$ cat config.mk
export PLATFORM = sky130hd
export DESIGN_NAME = json_comment_stripper
export DESIGN_NICKNAME = d
export VERILOG_FILES = /design/src/hw/rtl/jcs_pkg.sv /design/src/hw/rtl/json_comment_stripper.sv /design/src/hw/rtl/jcs_scan.sv /design/src/hw/rtl/jcs_outbuf.sv
export SDC_FILE = /design/constraint.sdc
export NUM_CORES = 1
export LEC_CHECK = 0
export ABC_AREA = 1
export BUFFER_PORTS_ARGS = -buffer_cell sky130_fd_sc_hd__buf_2
export CAP_MARGIN = 20
export CORE_MARGIN = 5
export CORE_UTILIZATION = 38
export DETAILED_ROUTE_END_ITERATION = 16
export GPL_TIMING_DRIVEN = 0
export PLACE_DENSITY = 0.54
export SLEW_MARGIN = 20
export SYNTH_ARGS = -nofsm -noshare
export SYNTH_HDL_FRONTEND = slang
export SYNTH_HIERARCHICAL = 1
export SYNTH_SLANG_ARGS = --single-unit
$ cat constraint.sdc
create_clock -name clk -period 4.7 [get_ports clk]
set_clock_uncertainty 0.15 [all_clocks]
set_input_delay 0.705 -clock clk [delete_from_list [all_inputs] [get_ports clk]]
set_output_delay 0.705 -clock clk [all_outputs]
set_load 0.005 [all_outputs]
$ cat src/hw/rtl/jcs_pkg.sv
// Shared types, scan mode codes and character constants for the JSON comment stripper.
package jcs_pkg;

  // Scan mode codes
  localparam logic [2:0] MODE_NORMAL = 3'd0;
  localparam logic [2:0] MODE_SLASH  = 3'd1;
  localparam logic [2:0] MODE_STRING = 3'd2;
  localparam logic [2:0] MODE_ESCAPE = 3'd3;
  localparam logic [2:0] MODE_LINE   = 3'd4;
  localparam logic [2:0] MODE_BLOCK  = 3'd5;
  localparam logic [2:0] MODE_STAR   = 3'd6;

  // Characters the scanner looks for
  localparam logic [7:0] CH_BACKSLASH = 8'h5C;
  localparam logic [7:0] CH_QUOTE     = 8'h22;
  localparam logic [7:0] CH_SLASH     = 8'h2F;
  localparam logic [7:0] CH_STAR      = 8'h2A;
  localparam logic [7:0] CH_LF        = 8'h0A;
  localparam logic [7:0] CH_CR        = 8'h0D;

  // One result item
  typedef struct packed {
    logic [7:0] data;
    logic       has;
    logic       last_run;
    logic       done;
  } jcs_res_t;

  // Everything one input item produces: up to two results in order
  typedef struct packed {
    logic [1:0] cnt;
    jcs_res_t   r0;
    jcs_res_t   r1;
  } jcs_scan_t;

endpackage

$ cat src/hw/rtl/json_comment_stripper.sv
// Top level of the JSON comment stripper: scanner and output buffer.
//
// Input channel (in_valid / in_stall): one byte of JSON text per item, with
// text_end high on the last byte of a text. Output channel (out_valid /
// out_stall): cleaned bytes; has_byte is low on a bare end marker,
// last_of_run marks the last result of an input item and stream_done the
// final result of a text. Comments are dropped, strings pass untouched.
// Timing: the first result of an item is registered and shown in the cycle after
// it is accepted; a second result (a held slash followed by a plain byte) waits
// in the pending slot until the output register is free. Throughput: one item
// per cycle while out_stall is low and each item gives at most one result; an
// item with two results stalls input while the single output register drains it.
// Reset: scan mode returns to normal text and the output is emptied.
// While the receiver stalls, the output holds and in_stall rises as soon as
// the output register and pending slot cannot take another item.
module json_comment_stripper (
  input  logic       clk,
  input  logic       rst,
  input  logic       in_valid,
  output logic       in_stall,
  input  logic [7:0] in_byte,
  input  logic       text_end,
  output logic       out_valid,
  input  logic       out_stall,
  output logic [7:0] out_byte,
  output logic       has_byte,
  output logic       last_of_run,
  output logic       stream_done
);

  jcs_pkg::jcs_scan_t scan;
  logic               ready;
  logic               pend_valid;
  logic               accept;

  assign in_stall = !ready;
  assign accept   = in_valid && ready;

  jcs_scan u_scan (
    .clk      (clk),
    .rst      (rst),
    .advance  (accept),
    .in_byte  (in_byte),
    .text_end (text_end),
    .scan     (scan)
  );

  jcs_outbuf u_outbuf (
    .clk         (clk),
    .rst         (rst),
    .load        (accept),
    .scan        (scan),
    .ready       (ready),
    .pend_valid  (pend_valid),
    .out_valid   (out_valid),
    .out_stall   (out_stall),
    .out_byte    (out_byte),
    .has_byte    (has_byte),
    .last_of_run (last_of_run),
    .stream_done (stream_done)
  );

`ifndef SYNTHESIS
  // A pending second result always sits behind a shown result
  a_pend_behind_out: assert property (@(posedge clk) disable iff (rst)
    pend_valid |-> out_valid)
    else $error("pending result without output result");

  // No item is taken while a second result waits
  a_pend_blocks_in: assert property (@(posedge clk) disable iff (rst)
    pend_valid |-> in_stall)
    else $error("input accepted while result pending");

  // A text end always yields a result in the next cycle
  a_end_gives_result: assert property (@(posedge clk) disable iff (rst)
    (accept && text_end) |=> out_valid)
    else $error("text end gave no result");

  // The final result of a text closes its item's run
  a_done_is_last: assert property (@(posedge clk) disable iff (rst)
    (out_valid && stream_done) |-> last_of_run)
    else $error("stream done on a result that is not last of run");
`endif

endmodule

$ cat src/hw/rtl/jcs_scan.sv
// Scan mode register and per-byte decode into zero, one or two result items.
module jcs_scan (
  input  logic                clk,
  input  logic                rst,
  input  logic                advance,
  input  logic [7:0]          in_byte,
  input  logic                text_end,
  output jcs_pkg::jcs_scan_t  scan
);

  logic [2:0] mode;
  logic [2:0] mode_next;

  // Plain-text handling of the byte, used in normal mode and after a lone slash
  logic       nb_emit;
  logic [2:0] nb_mode;

  // Bytes to emit before the end marker logic
  logic [1:0] emit_cnt;
  logic [7:0] a0;
  logic [7:0] a1;
  logic [1:0] cnt;

  always_comb begin
    if (in_byte == jcs_pkg::CH_QUOTE) begin
      nb_emit = 1'b1;
      nb_mode = jcs_pkg::MODE_STRING;
    end else if (in_byte == jcs_pkg::CH_SLASH && !text_end) begin
      nb_emit = 1'b0;
      nb_mode = jcs_pkg::MODE_SLASH;
    end else begin
      nb_emit = 1'b1;
      nb_mode = jcs_pkg::MODE_NORMAL;
    end
  end

  // Decode the byte against the current mode
  always_comb begin
    emit_cnt  = 2'd0;
    a0        = in_byte;
    a1        = in_byte;
    mode_next = mode;
    case (mode)
      jcs_pkg::MODE_SLASH: begin
        if (in_byte == jcs_pkg::CH_SLASH) begin
          mode_next = jcs_pkg::MODE_LINE;
        end else if (in_byte == jcs_pkg::CH_STAR) begin
          mode_next = jcs_pkg::MODE_BLOCK;
        end else begin
          a0        = jcs_pkg::CH_SLASH;
          emit_cnt  = nb_emit ? 2'd2 : 2'd1;
          mode_next = nb_mode;
        end
      end
      jcs_pkg::MODE_STRING: begin
        emit_cnt = 2'd1;
        if (in_byte == jcs_pkg::CH_BACKSLASH) begin
          mode_next = jcs_pkg::MODE_ESCAPE;
        end else if (in_byte == jcs_pkg::CH_QUOTE) begin
          mode_next = jcs_pkg::MODE_NORMAL;
        end
      end
      jcs_pkg::MODE_ESCAPE: begin
        emit_cnt  = 2'd1;
        mode_next = jcs_pkg::MODE_STRING;
      end
      jcs_pkg::MODE_LINE: begin
        if (in_byte == jcs_pkg::CH_LF || in_byte == jcs_pkg::CH_CR) begin
          emit_cnt  = 2'd1;
          mode_next = jcs_pkg::MODE_NORMAL;
        end
      end
      jcs_pkg::MODE_BLOCK: begin
        if (in_byte == jcs_pkg::CH_STAR) begin
          mode_next = jcs_pkg::MODE_STAR;
        end
      end
      jcs_pkg::MODE_STAR: begin
        if (in_byte == jcs_pkg::CH_SLASH) begin
          mode_next = jcs_pkg::MODE_NORMAL;
        end else if (in_byte != jcs_pkg::CH_STAR) begin
          mode_next = jcs_pkg::MODE_BLOCK;
        end
      end
      default: begin
        emit_cnt  = nb_emit ? 2'd1 : 2'd0;
        mode_next = nb_mode;
      end
    endcase
    // Return to normal text after the end of a text
    if (text_end) begin
      mode_next = jcs_pkg::MODE_NORMAL;
    end
  end

  // Build result items; a text end with nothing to emit gives a bare marker
  always_comb begin
    cnt = emit_cnt;
    if (text_end && emit_cnt == 2'd0) begin
      cnt = 2'd1;
    end
    scan.cnt         = cnt;
    scan.r0.data     = (emit_cnt == 2'd0) ? 8'd0 : a0;
    scan.r0.has      = (emit_cnt != 2'd0);
    scan.r0.last_run = (cnt == 2'd1);
    scan.r0.done     = (cnt == 2'd1) && text_end;
    scan.r1.data     = a1;
    scan.r1.has      = 1'b1;
    scan.r1.last_run = 1'b1;
    scan.r1.done     = text_end;
  end

  // Advance the mode on each accepted item
  always_ff @(posedge clk) begin
    if (rst) begin
      mode <= jcs_pkg::MODE_NORMAL;
    end else if (advance) begin
      mode <= mode_next;
    end
  end

endmodule

$ cat src/hw/rtl/jcs_outbuf.sv
// Output register with one pending slot for the second result of an item.
module jcs_outbuf (
  input  logic                clk,
  input  logic                rst,
  input  logic                load,
  input  jcs_pkg::jcs_scan_t  scan,
  output logic                ready,
  output logic                pend_valid,
  output logic                out_valid,
  input  logic                out_stall,
  output logic [7:0]          out_byte,
  output logic                has_byte,
  output logic                last_of_run,
  output logic                stream_done
);

  jcs_pkg::jcs_res_t out_res;
  jcs_pkg::jcs_res_t pend_res;
  logic              out_free;

  assign out_free = !out_valid || !out_stall;
  assign ready    = out_free && !pend_valid;

  // Control: drain the pending slot first, then take fresh results
  always_ff @(posedge clk) begin
    if (rst) begin
      out_valid  <= 1'b0;
      pend_valid <= 1'b0;
    end else if (out_free) begin
      if (pend_valid) begin
        out_valid  <= 1'b1;
        pend_valid <= 1'b0;
      end else if (load && scan.cnt != 2'd0) begin
        out_valid  <= 1'b1;
        pend_valid <= (scan.cnt == 2'd2);
      end else begin
        out_valid  <= 1'b0;
      end
    end
  end

  // Payload: hold while stalled
  always_ff @(posedge clk) begin
    if (out_free) begin
      if (pend_valid) begin
        out_res <= pend_res;
      end else if (load) begin
        out_res  <= scan.r0;
        pend_res <= scan.r1;
      end
    end
  end

  assign out_byte    = out_res.data;
  assign has_byte    = out_res.has;
  assign last_of_run = out_res.last_run;
  assign stream_done = out_res.done;

endmodule
==> results_dict.tcl, run 1 <==
set metrics [dict create \
    outcome "completed" \
    synth_seq_cells 27 \
    fp.dieArea_um2 5920 \
    finalSetupTns_ps 0 \
    totalWireLength_um 3130 \
    rsz0062_at_grt "no" \
    cts-hold-fix-buffers 0 \
    grt_max_degree 15 \
    use_met3_pct 1.76 \
    fin_crit_sh_pct 47.6 \
    ys_seq_area_share_pct 44.7 \
    cts_num_sinks 27 \
    clockRootBuffer "clkbuf_8" \
    maxCapViolCount 0 \
    setup.worst_path.start_class "input pin" \
    p_int_w 0.000409 \
    cp-end-kind "register" \
    hold_start "u_outbuf/pend_res[9]$_DFFE_PP_" \
    cts_made_buffers 3 \
    fin_cells 293 \
    finalWeightedCongestion 0.826 \
    crit_start "out_stall" \
    final_cell_mix "nand2_1, buf_2, edfxtp_1, nor2_1" \
    vdd_drop_max_mv 0.108 \
    drive_gt1_share_pct 35.3 \
    seqPwrFrac_pct 51.8 \
    netlist_area_um2 1700 \
    busiest_layer "met2" \
    ant_nets 0 \
    initialDrtViolationCount 86 \
    first_pass_iters 4 \
    clockBufferDepth 2 \
    hold_slack_ps 372 \
    dp_hpwl_um 2540 \
    period_needed_ps 2240 \
    synthFlopType "edfxtp_1" \
    grt.overflow.total 0 \
    cp_max_fo 9 \
    holdCritPathClass "register to register" \
    path_class "input pin to register" \
    critPathCapture "u_outbuf/pend_res[9]$_DFFE_PP_" \
    post_cts_resized 0 \
    timing.rr.start "u_outbuf/out_valid$_SDFFE_PP0P_" \
    area_growth_pct 14.8 \
    slew_viol_final 0 \
    grt_pass1_vias 1197 \
    drc 0 \
    synth-async-reset-ratio_pct 0 \
    antenna_found_initial 0 \
    final_common_cell "nand2_1" \
    postCtsSetupBuffers 0 \
    avgSynthCellArea_um2 8.10 \
    worst_path_largest_cell_delay_ps 270 \
    post_drt_wl_per_cell_um 10.7 \
    switchingPower_w 0.000169 \
    swShare_pct 29.2 \
    gr-usage-met2_pct 17.6 \
    leakagePower_nw 0.882 \
    r2r_cells 8 \
    cts_tree "built" \
    fp.dieW_um 76.9 \
    hold_viol 0 \
    ios 26 \
    power_density_nw_per_um2 296 \
    die_h_um 76.9 \
    clkPwrFrac_pct 22.4 \
    dp.cells 289 \
    reg2reg_slack_ps 2680 \
    grt_pass1_wl_um 5490 \
    io_buffers 25 \
    vias_per_cell 4.37 \
    utilization_pct 44.9 \
    power_frac_comb_pct 25.8 \
    finalSetupViolCount 0 \
    synth_edf_count 22 \
    synth_cells 210 \
    grt_usage_pct 11.4 \
    diodes 0 \
    vias 1280 \
    synth_warnings 6 \
    worstPathRequired_ps 4530 \
    cp.arrival_ps 2060 \
    core_area_um2 4350 \
    fill_cells 425 \
    insertion_delay_ps 270 \
    ys_types 24 \
    crit_slowest_cell "nor3_2" \
    path_cells "buf_2 -> nand2_1 -> inv_1 -> nor2_1 -> nand2_1 -> inv_1 -> inv_1 -> nor3_2 -> buf_4" \
    h-tree-depth 1 \
    timing.rr.end "u_outbuf/pend_res[9]$_DFFE_PP_" \
    cpMostUsedCell "inv_1" \
    use_met1_pct 15.7 \
    path_clk_slew_ps 80 \
    placementRows 24 \
    start_util_pct 39.1 \
    fmax_mhz 447 \
    num-nets-final 255 \
]
[power by group through the flow]
stage	Combinational [W]	Clock, W	Sequential [W]
after detailed placement	0.000151	0	0.000305
after global placement	0.000150	0	0.000306
after CTS	0.000151	0.000136	0.000300
after global routing	0.000170	0.000146	0.000303
final	0.000149	0.000130	0.000300
after floorplan	0.000106	0	0.000307
[through the flow]
stage	total power (W)	setup WS, ps	area [µm²]
global placement	0.000455	1300	1900
CTS	0.000587	2460	1950
detailed placement	0.000456	2170	1910
global route	0.000619	2290	1950
finish	0.000578	2460	1950
floorplan	0.000413	1990	1710
[registers in the layout, indices dropped and copies added, names as in the netlist]
signal and count:
u_outbuf/pend_valid 1, u_outbuf/has_byte 1, u_outbuf/out_byte 8, u_scan/mode 3
u_outbuf/pend_res 11, u_outbuf/out_valid 1, u_outbuf/stream_done 1, u_outbuf/last_of_run 1
[Yosys cell counts (3+ instances only)]
library cell  number  area (µm²)
nand2_1           71         267
edfxtp_1          22         661
nor2_1            20        75.1
inv_1             13        48.8
buf_4             12        90.1
nand3_1           11        55.1
inv_2             10        37.5
a21oi_1            6        30.0
a21oi_2            6        52.6
nand2_2            6        37.5
dfxtp_1            5         100
nor2_4             5        56.3
nand4_1            3        18.8
nor3_2             3        30.0
[cells by family (layout without fill, tap and decap cells)]
| kind of cell | count (synthesis) | after routing | share of synthesized area, % |
|---|---|---|---|
| buf+inv | 39 | 69 | 12.4 |
| compound gates | 16 | 16 | 7.13 |
| simple gates | 127 | 127 | 35.5 |
| other cells | 1 | 2 | 0.220 |
| flops | 27 | 27 | 44.7 |
[layout make-up]
cell class	count	area (µm²)	area share, %
Sequential cell	27	761	38.9
Inverter	25	98.8	5.06
Tap cell	52	65.1	3.33
Timing Repair Buffer	26	133	6.79
Clock buffer	4	45.0	2.31
Multi-Input combinational cell	145	738	37.8
Buffer	14	113	5.77
[worst max-delay path, delay by kind of cell]
kind | cells | cell delay [ps]
buffers and inverters | 5 | 770
AND/OR/NAND/NOR | 4 | 590
[metal layers]
metal  vias to the layer above  part of all wire (%)
met5                         -                     0
li1                        712                     -
met3                         2                   4.3
met4                         0                   1.1
met2                        22                    46
met1                       544                    49
[worst min-delay path by stage]
stage	to	slack, ps	depth (start not counted)
3_5_place_dp	u_outbuf/out_byte[1]$_DFFE_PP_	350	2
6_report	u_outbuf/out_byte[6]$_DFFE_PP_	370	2
4_1_cts	u_outbuf/out_byte[1]$_DFFE_PP_	380	2
2_1_floorplan	u_outbuf/last_of_run$_DFFE_PP_	340	2
5_1_grt	u_outbuf/out_byte[1]$_DFFE_PP_	380	2
3_3_place_gp	u_outbuf/out_byte[1]$_DFFE_PP_	350	2
(Power assumes the default switching activity.)
==> inputs of run 2 (changes only) <==
--- a/config.mk
+++ b/config.mk
@@ -5,14 +5,14 @@
 export SDC_FILE = /design/constraint.sdc
 export NUM_CORES = 1
 export LEC_CHECK = 0
-export ABC_AREA = 1
+export ABC_AREA = 0
 export BUFFER_PORTS_ARGS = -buffer_cell sky130_fd_sc_hd__buf_2
 export CAP_MARGIN = 20
 export CORE_MARGIN = 5
 export CORE_UTILIZATION = 38
 export DETAILED_ROUTE_END_ITERATION = 16
 export GPL_TIMING_DRIVEN = 0
-export PLACE_DENSITY = 0.54
+export PLACE_DENSITY = 0.55
 export SLEW_MARGIN = 20
 export SYNTH_ARGS = -nofsm -noshare
 export SYNTH_HDL_FRONTEND = slang
==> constraint.sdc (replaced) <==
create_clock -name clk -period 2.1 [get_ports clk]
set_clock_uncertainty 0.15 [all_clocks]
set_input_delay 0.315 -clock clk [delete_from_list [all_inputs] [get_ports clk]]
set_output_delay 0.315 -clock clk [all_outputs]
set_load 0.005 [all_outputs]
==> results_dict.tcl, run 2 <==
set metrics [dict create \
    synth_edf_count 22 \
    vias 1181 \
    reg2reg_slack_ps 70 \
    first_pass_iters 4 \
    grt_pass1_wl_um 5620 \
    grt_pass1_vias 1147 \
    drc 0 \
    synth-async-reset-ratio_pct 0 \
    final_common_cell "buf_2" \
    antenna_found_initial 0 \
    clockBufferDepth 2 \
    cts-hold-fix-buffers 0 \
    synthFlopType "edfxtp_1" \
    synth_warnings 6 \
    placementRows 23 \
    path_cells "buf_2 -> and4bb_1 -> nand4_1 -> a311o_1 -> a21o_2 -> o21a_1 -> mux2_2" \
    finalSetupTns_ps 0 \
    crit_slowest_cell "a311o_1" \
    synth_seq_cells 27 \
    power.total_w 0.00103 \
    cts_made_buffers 3 \
    grt_usage_pct 13.3 \
    dp_hpwl_um 2630 \
    hold_depth 1 \
    pre_cts_ws_ps -413 \
    fill_cells 390 \
    start_util_pct 39.4 \
    netlist_area_um2 1580 \
    initialDrtViolationCount 81 \
    period_needed_ps 2080 \
    vdd_drop_max_mv 0.246 \
    worstPathRequired_ps 1980 \
    final_cell_mix "buf_2, edfxtp_1, buf_4, mux2_2" \
    finalWeightedCongestion 0.819 \
    path_class "input pin to register" \
    holdCritPathClass "input pin to register" \
    whs_endpoint "u_outbuf/pend_res[3]$_DFFE_PP_" \
    setup.worst_path.start_class "input pin" \
    num-nets-final 183 \
    cts_tree "built" \
    core_area_um2 4000 \
    grt.overflow.total 0 \
    synth.top_cell.area_share_pct 41.9 \
    fp.dieArea_um2 5530 \
    hold_viol 0 \
    outcome "completed" \
    synth_area_leader_cell "edfxtp_1" \
    path_clk_slew_ps 90 \
    fin_crit_sh_pct 99.2 \
    io_buffers 24 \
    finalSetupViolCount 0 \
    slew_viol_final 0 \
    timing.rr.start "u_scan/mode[1]$_SDFFE_PP0P_" \
    ant_nets 0 \
    setup_slack_ps 16.2 \
    fp.dieW_um 74.4 \
    timing.rr.end "u_outbuf/out_byte[2]$_DFFE_PP_" \
    grt_max_degree 16 \
    leakagePower_nw 0.695 \
    die_h_um 74.4 \
    r2r_cells 6 \
    power_density_nw_per_um2 557 \
    insertion_delay_ps 260 \
    yosysMostFrequentCell "edfxtp_1" \
    drive_gt1_share_pct 38.5 \
    synth.area.top_cells "edfxtp_1, mux2_2, dfxtp_1, buf_4, o21a_1" \
    h-tree-depth 1 \
    clockRootBuffer "clkbuf_8" \
    diodes 0 \
    cp-end-kind "register" \
    vias_per_cell 5.39 \
    worst_path_largest_cell_delay_ps 390 \
    ys_seq_area_share_pct 48.3 \
    ios 26 \
    hold_start "in_byte[0]" \
    avgSynthCellArea_um2 11.4 \
    cp.arrival_ps 1960 \
    fmax_mhz 480 \
    synth_commonest_cells "edfxtp_1, buf_4, mux2_2" \
    post_drt_wl_per_cell_um 15.8 \
    area_growth_pct 18.0 \
    ys_types 45 \
    max_flop_register "u_outbuf/pend_res" \
    maxCapViolCount 0 \
    cp_max_fo 6 \
    cts_num_sinks 27 \
    totalWireLength_um 3460 \
    synth_cells 138 \
    rsz0062_at_grt "yes" \
    largest_reg_flops 11 \
]
## run 2: cell types whose count changed after synthesis, moves of 7 or more
cell,before,now
inv_1,13,6
nand3_1,11,4
nor2_1,20,7
mux2_2,0,11
nand2_1,71,3
inv_2,10,0
## run 2: worst max-delay path by stage
stage / start / slack, ps / cells past startpoint / endpoint
6_report: in_byte[6] / 20 / 7 / u_outbuf/out_byte[2]$_DFFE_PP_
5_1_grt: in_byte[6] / -7 / 7 / u_outbuf/out_byte[1]$_DFFE_PP_
4_1_cts: in_byte[6] / 10 / 7 / u_outbuf/out_byte[1]$_DFFE_PP_
3_5_place_dp: in_byte[4] / -410 / 7 / u_outbuf/out_byte[1]$_DFFE_PP_
3_3_place_gp: in_byte[4] / -380 / 7 / u_outbuf/out_byte[3]$_DFFE_PP_
2_1_floorplan: in_byte[4] / 10 / 6 / u_outbuf/out_byte[3]$_DFFE_PP_
## run 2: what timing repair did
item | in CTS | in global routing
endpoints found under the setup margin | 23 | 29
gates resized for setup | 5 | 6
pin swaps | 1 | 3
buffers inserted | 1 | 1
## run 2: final cells by class
| class | count | area, µm² | area share (%) |
|---|---|---|---|
| plain buffers | 15 | 111 | 5.99 |
| clock buffers | 3 | 41.3 | 2.22 |
| clock inverters | 1 | 5.00 | 0.269 |
| inverters | 6 | 22.5 | 1.21 |
| multi-input cells | 91 | 719 | 38.7 |
| flip-flops and latches | 27 | 761 | 40.9 |
| well taps | 50 | 62.6 | 3.37 |
| repair buffers | 26 | 135 | 7.27 |
## run 2: routing by layer
layer | vias to the layer above | share of wire (%) | track usage (%) | routed length (µm)
met2 | 25 | 49 | 21.5 | 1690
li1 | 571 | - | - | -
met5 | - | 0 | 0 | 0
met1 | 577 | 45 | 17.8 | 1560
met4 | 0 | 2.3 | 6.13 | 80
met3 | 8 | 3.8 | 1.76 | 133
## run 2: critical path, delay by kind of cell
kind | cells | cell delay (ps)
compound gates | 3 | 760
simple gates | 2 | 490
mux | 1 | 260
buf+inv | 1 | 150
## run 2: logic make-up after synthesis
logic type / Yosys count / share of synthesized area [%]
DFF: 27 / 48.3
other: 1 / 0.238
muxes: 13 / 9.45
AOI/OAI and AO/OA: 32 / 14.9
buffers and inverters: 21 / 8.18
xor gates and xnor gates: 1 / 0.556
and+or+nand+nor: 43 / 18.3
## run 2: report_power, final
group	internal (W)	switching [W]
sequential	0.000611	0.00000748
combinational	0.0000578	0.0000670
clock	0.000133	0.000159
## run 2: stage by stage
stage	instances	instance area (µm²)	hold WS (ps)	util, %
floorplan	139	1580	234	-
global placement	213	1760	344	44.0
detailed placement	213	1760	345	44.0
CTS	218	1840	60.3	45.9
global route	219	1860	47.7	46.4
finish	219	1860	67.7	46.4
==> inputs of run 3 (changes only) <==
--- a/config.mk
+++ b/config.mk
@@ -16,5 +16,4 @@
 export SLEW_MARGIN = 20
 export SYNTH_ARGS = -nofsm -noshare
 export SYNTH_HDL_FRONTEND = slang
-export SYNTH_HIERARCHICAL = 1
 export SYNTH_SLANG_ARGS = --single-unit
==> results_dict.tcl, run 3 <==
set metrics [dict create \
    power.total_w 0.000873 \
    holdCritPathClass "input pin to register" \
    netlist_area_um2 1360 \
    path_clk_slew_ps 140 \
    num-nets-final 178 \
    synth_cells 134 \
    hold_viol 0 \
    swShare_pct 23.5 \
    worstPathRequired_ps 2010 \
    hold_slack_ps 34.0 \
    setup.worst_path.start_class "register" \
    worst_pin_slew_ps 605 \
    h-tree-depth 1 \
    vias 1160 \
    placementRows 21 \
    crit_slowest_cell "or4b_1" \
    finalWeightedCongestion 0.792 \
    seqPwrFrac_pct 64.8 \
    vdd_drop_max_mv 0.179 \
    finalSetupViolCount 0 \
    synth.area.top_cells "edfxtp_1, dfxtp_1, o21ai_0, nor2_1, nand2_1" \
    clockRootBuffer "clkbuf_4" \
    slew_headroom_pct 59.6 \
    seqCellArea_um2 701 \
    final_cell_mix "buf_2, edfxtp_1, nor2_1, nand2_1, o21ai_0" \
    largest_reg_flops 9 \
    fp.dieW_um 69.9 \
    cts_made_buffers 3 \
    fmax_mhz 504 \
    die_h_um 69.9 \
    fin_crit_sh_pct 94.4 \
    drc 0 \
    cp_max_fo 10 \
    post_drt_wl_per_cell_um 14.4 \
    p_int_w 0.000668 \
    worst_path_largest_cell_delay_ps 520 \
    leakagePower_nw 0.573 \
    start_util_pct 40.2 \
    reg2reg_slack_ps 120 \
    synthFlopType "edfxtp_1" \
    hold_depth 1 \
    ys_types 44 \
    diodes 0 \
    area_growth_pct 18.9 \
    synth.net_count 147 \
    crit_cells 5 \
    period_needed_ps 1980 \
    power_density_nw_per_um2 539 \
    ys_seq_area_share_pct 51.5 \
    synth_area_leader_cell "edfxtp_1" \
    ios 26 \
    synth-async-reset-ratio_pct 0 \
    slew_viol_final 0 \
    totalWireLength_um 3020 \
    cts-hold-fix-buffers 0 \
    cts_tree "built" \
    synth_warnings 0 \
    drive_gt1_share_pct 26.2 \
    grt_pass1_wl_um 5130 \
    grt_max_degree 15 \
    cts_num_sinks 25 \
    clockBufferDepth 2 \
    cp.buffers_inverters 1 \
    switchingPower_w 0.000205 \
    timing.rr.end "u_outbuf.last_of_run$_SDFFCE_PP1P_" \
    grt.overflow.total 0 \
    synth_edf_count 20 \
    whs_endpoint "u_outbuf.pend_res[3]$_DFFE_PP_" \
    outcome "completed" \
    dp_hpwl_um 2220 \
    core_area_um2 3390 \
    grt_usage_pct 12.6 \
    antenna_found_initial 0 \
    power_frac_comb_pct 10.9 \
    ant_nets 0 \
    first_pass_iters 4 \
    rsz0062_at_grt "no" \
    avgSynthCellArea_um2 10.2 \
    maxCapViolCount 0 \
    insertion_delay_ps 310 \
    timing.rr.start "u_scan.mode[1]$_SDFFE_PP0P_" \
    vias_per_cell 5.52 \
    multiInputGateArea_um2 661 \
    cp-end-kind "register" \
    initialDrtViolationCount 44 \
    synth.top_cell.area_share_pct 44.1 \
    synth_commonest_cells "edfxtp_1, nor2_1, nand2_1" \
    io_buffers 25 \
    final_common_cell "buf_2" \
    fill_cells 320 \
    clkPwrFrac_pct 24.3 \
    cp.arrival_ps 1900 \
    hold_start "in_byte[0]" \
    r2r_cells 5 \
    cp_top_family "simple AND/OR/NAND/NOR gates" \
    grt_pass1_vias 1130 \
    synth_seq_cells 25 \
    path_class "register to register" \
    fp.dieArea_um2 4880 \
    yosysMostFrequentCell "edfxtp_1" \
    path_cells "clkbuf_2 -> nor3b_2 -> o2111ai_1 -> nand2_2 -> or4b_1" \
    max_flop_register "u_outbuf.pend_res" \
]
==> run 3: changes by cell type after synthesis, moves of 2 or more <==
cell	previous run	this run
o21a_1	6	2
or4b_1	0	2
nor2_1	7	16
mux2_2	11	0
inv_1	6	1
nand2_1	3	15
and2_1	4	0
edfxtp_1	22	20
buf_4	11	0
o21ai_0	7	12
nor2b_1	6	2
o31ai_1	0	5
buf_2	1	4
==> run 3: cells by family after synthesis <==
logic type	after synthesis	share of synthesized area [%]
buf+inv	9	2.85
xor+xnor	2	1.29
mux	1	0.735
flops	25	51.5
compound gates	37	18.3
simple gates	60	25.4
==> run 3: metal layers <==
metal | up-vias | global-route usage, % | wire [µm]
met5 | - | 0 | 0
met4 | 0 | 5.32 | 54
met3 | 6 | 1.72 | 134
li1 | 572 | - | -
met2 | 32 | 21.8 | 1510
met1 | 550 | 15.7 | 1320
==> run 3: layout make-up <==
class	count	area share [%]
Buffer	7	2.01
Clock buffer	3	1.39
Clock inverter	1	0.309
Inverter	2	0.464
Multi-Input combinational cell	100	40.8
Sequential cell	25	43.3
Tap cell	46	3.55
Timing Repair Buffer	26	8.19
==> run 3: worst register-to-register path: cells and delay by family (launching register included) <==
family | cells | cell delay (ps)
buffers and inverters | 1 | 260
AND/OR/NAND/NOR | 3 | 750
AO/OA/AOI/OAI | 1 | 140
flip-flops | 1 | 430
==> run 3: what timing repair did <==
| action | 4_1_cts | 5_1_grt |
|---|---|---|
| endpoints found under the setup margin | 22 | 5 |
| pin swaps | 0 | 2 |
| setup buffers | 0 | 1 |
| resized for setup | 5 | 4 |
==> run 3: worst max-delay path by stage <==
| stage | startpoint | to |
|---|---|---|
| floorplan | in_byte[4] | u_outbuf.last_of_run$_SDFFCE_PP1P_ |
| global placement | in_byte[4] | u_outbuf.out_byte[2]$_DFFE_PP_ |
| detailed placement | in_byte[4] | u_outbuf.out_byte[2]$_DFFE_PP_ |
| CTS | u_scan.mode[0]$_SDFFE_PP0P_ | u_outbuf.last_of_run$_SDFFCE_PP1P_ |
| global route | u_scan.mode[1]$_SDFFE_PP0P_ | u_outbuf.out_byte[2]$_DFFE_PP_ |
| finish | u_scan.mode[1]$_SDFFE_PP0P_ | u_outbuf.last_of_run$_SDFFCE_PP1P_ |
==> run 3: metrics by stage <==
step	std cells	util (%)	setup TNS, ps	setup slack (ps)	area [µm²]
floorplan	134	-	0	161	1360
global placement	205	45.6	-2500	-299	1540
detailed placement	205	45.6	-3570	-328	1540
CTS	209	46.9	0	29.6	1590
global route	210	47.8	0	5.87	1620
finish	210	47.8	0	117	1620
==> run 3: power by group through the flow <==
stage          Sequential, W  Clock, W  Combinational [W]
3_5_place_dp        0.000578         0          0.0000932
6_report            0.000566  0.000212          0.0000950
2_1_floorplan       0.000579         0          0.0000449
5_1_grt             0.000568  0.000228           0.000106
4_1_cts             0.000566  0.000216          0.0000952
3_3_place_gp        0.000577         0          0.0000921
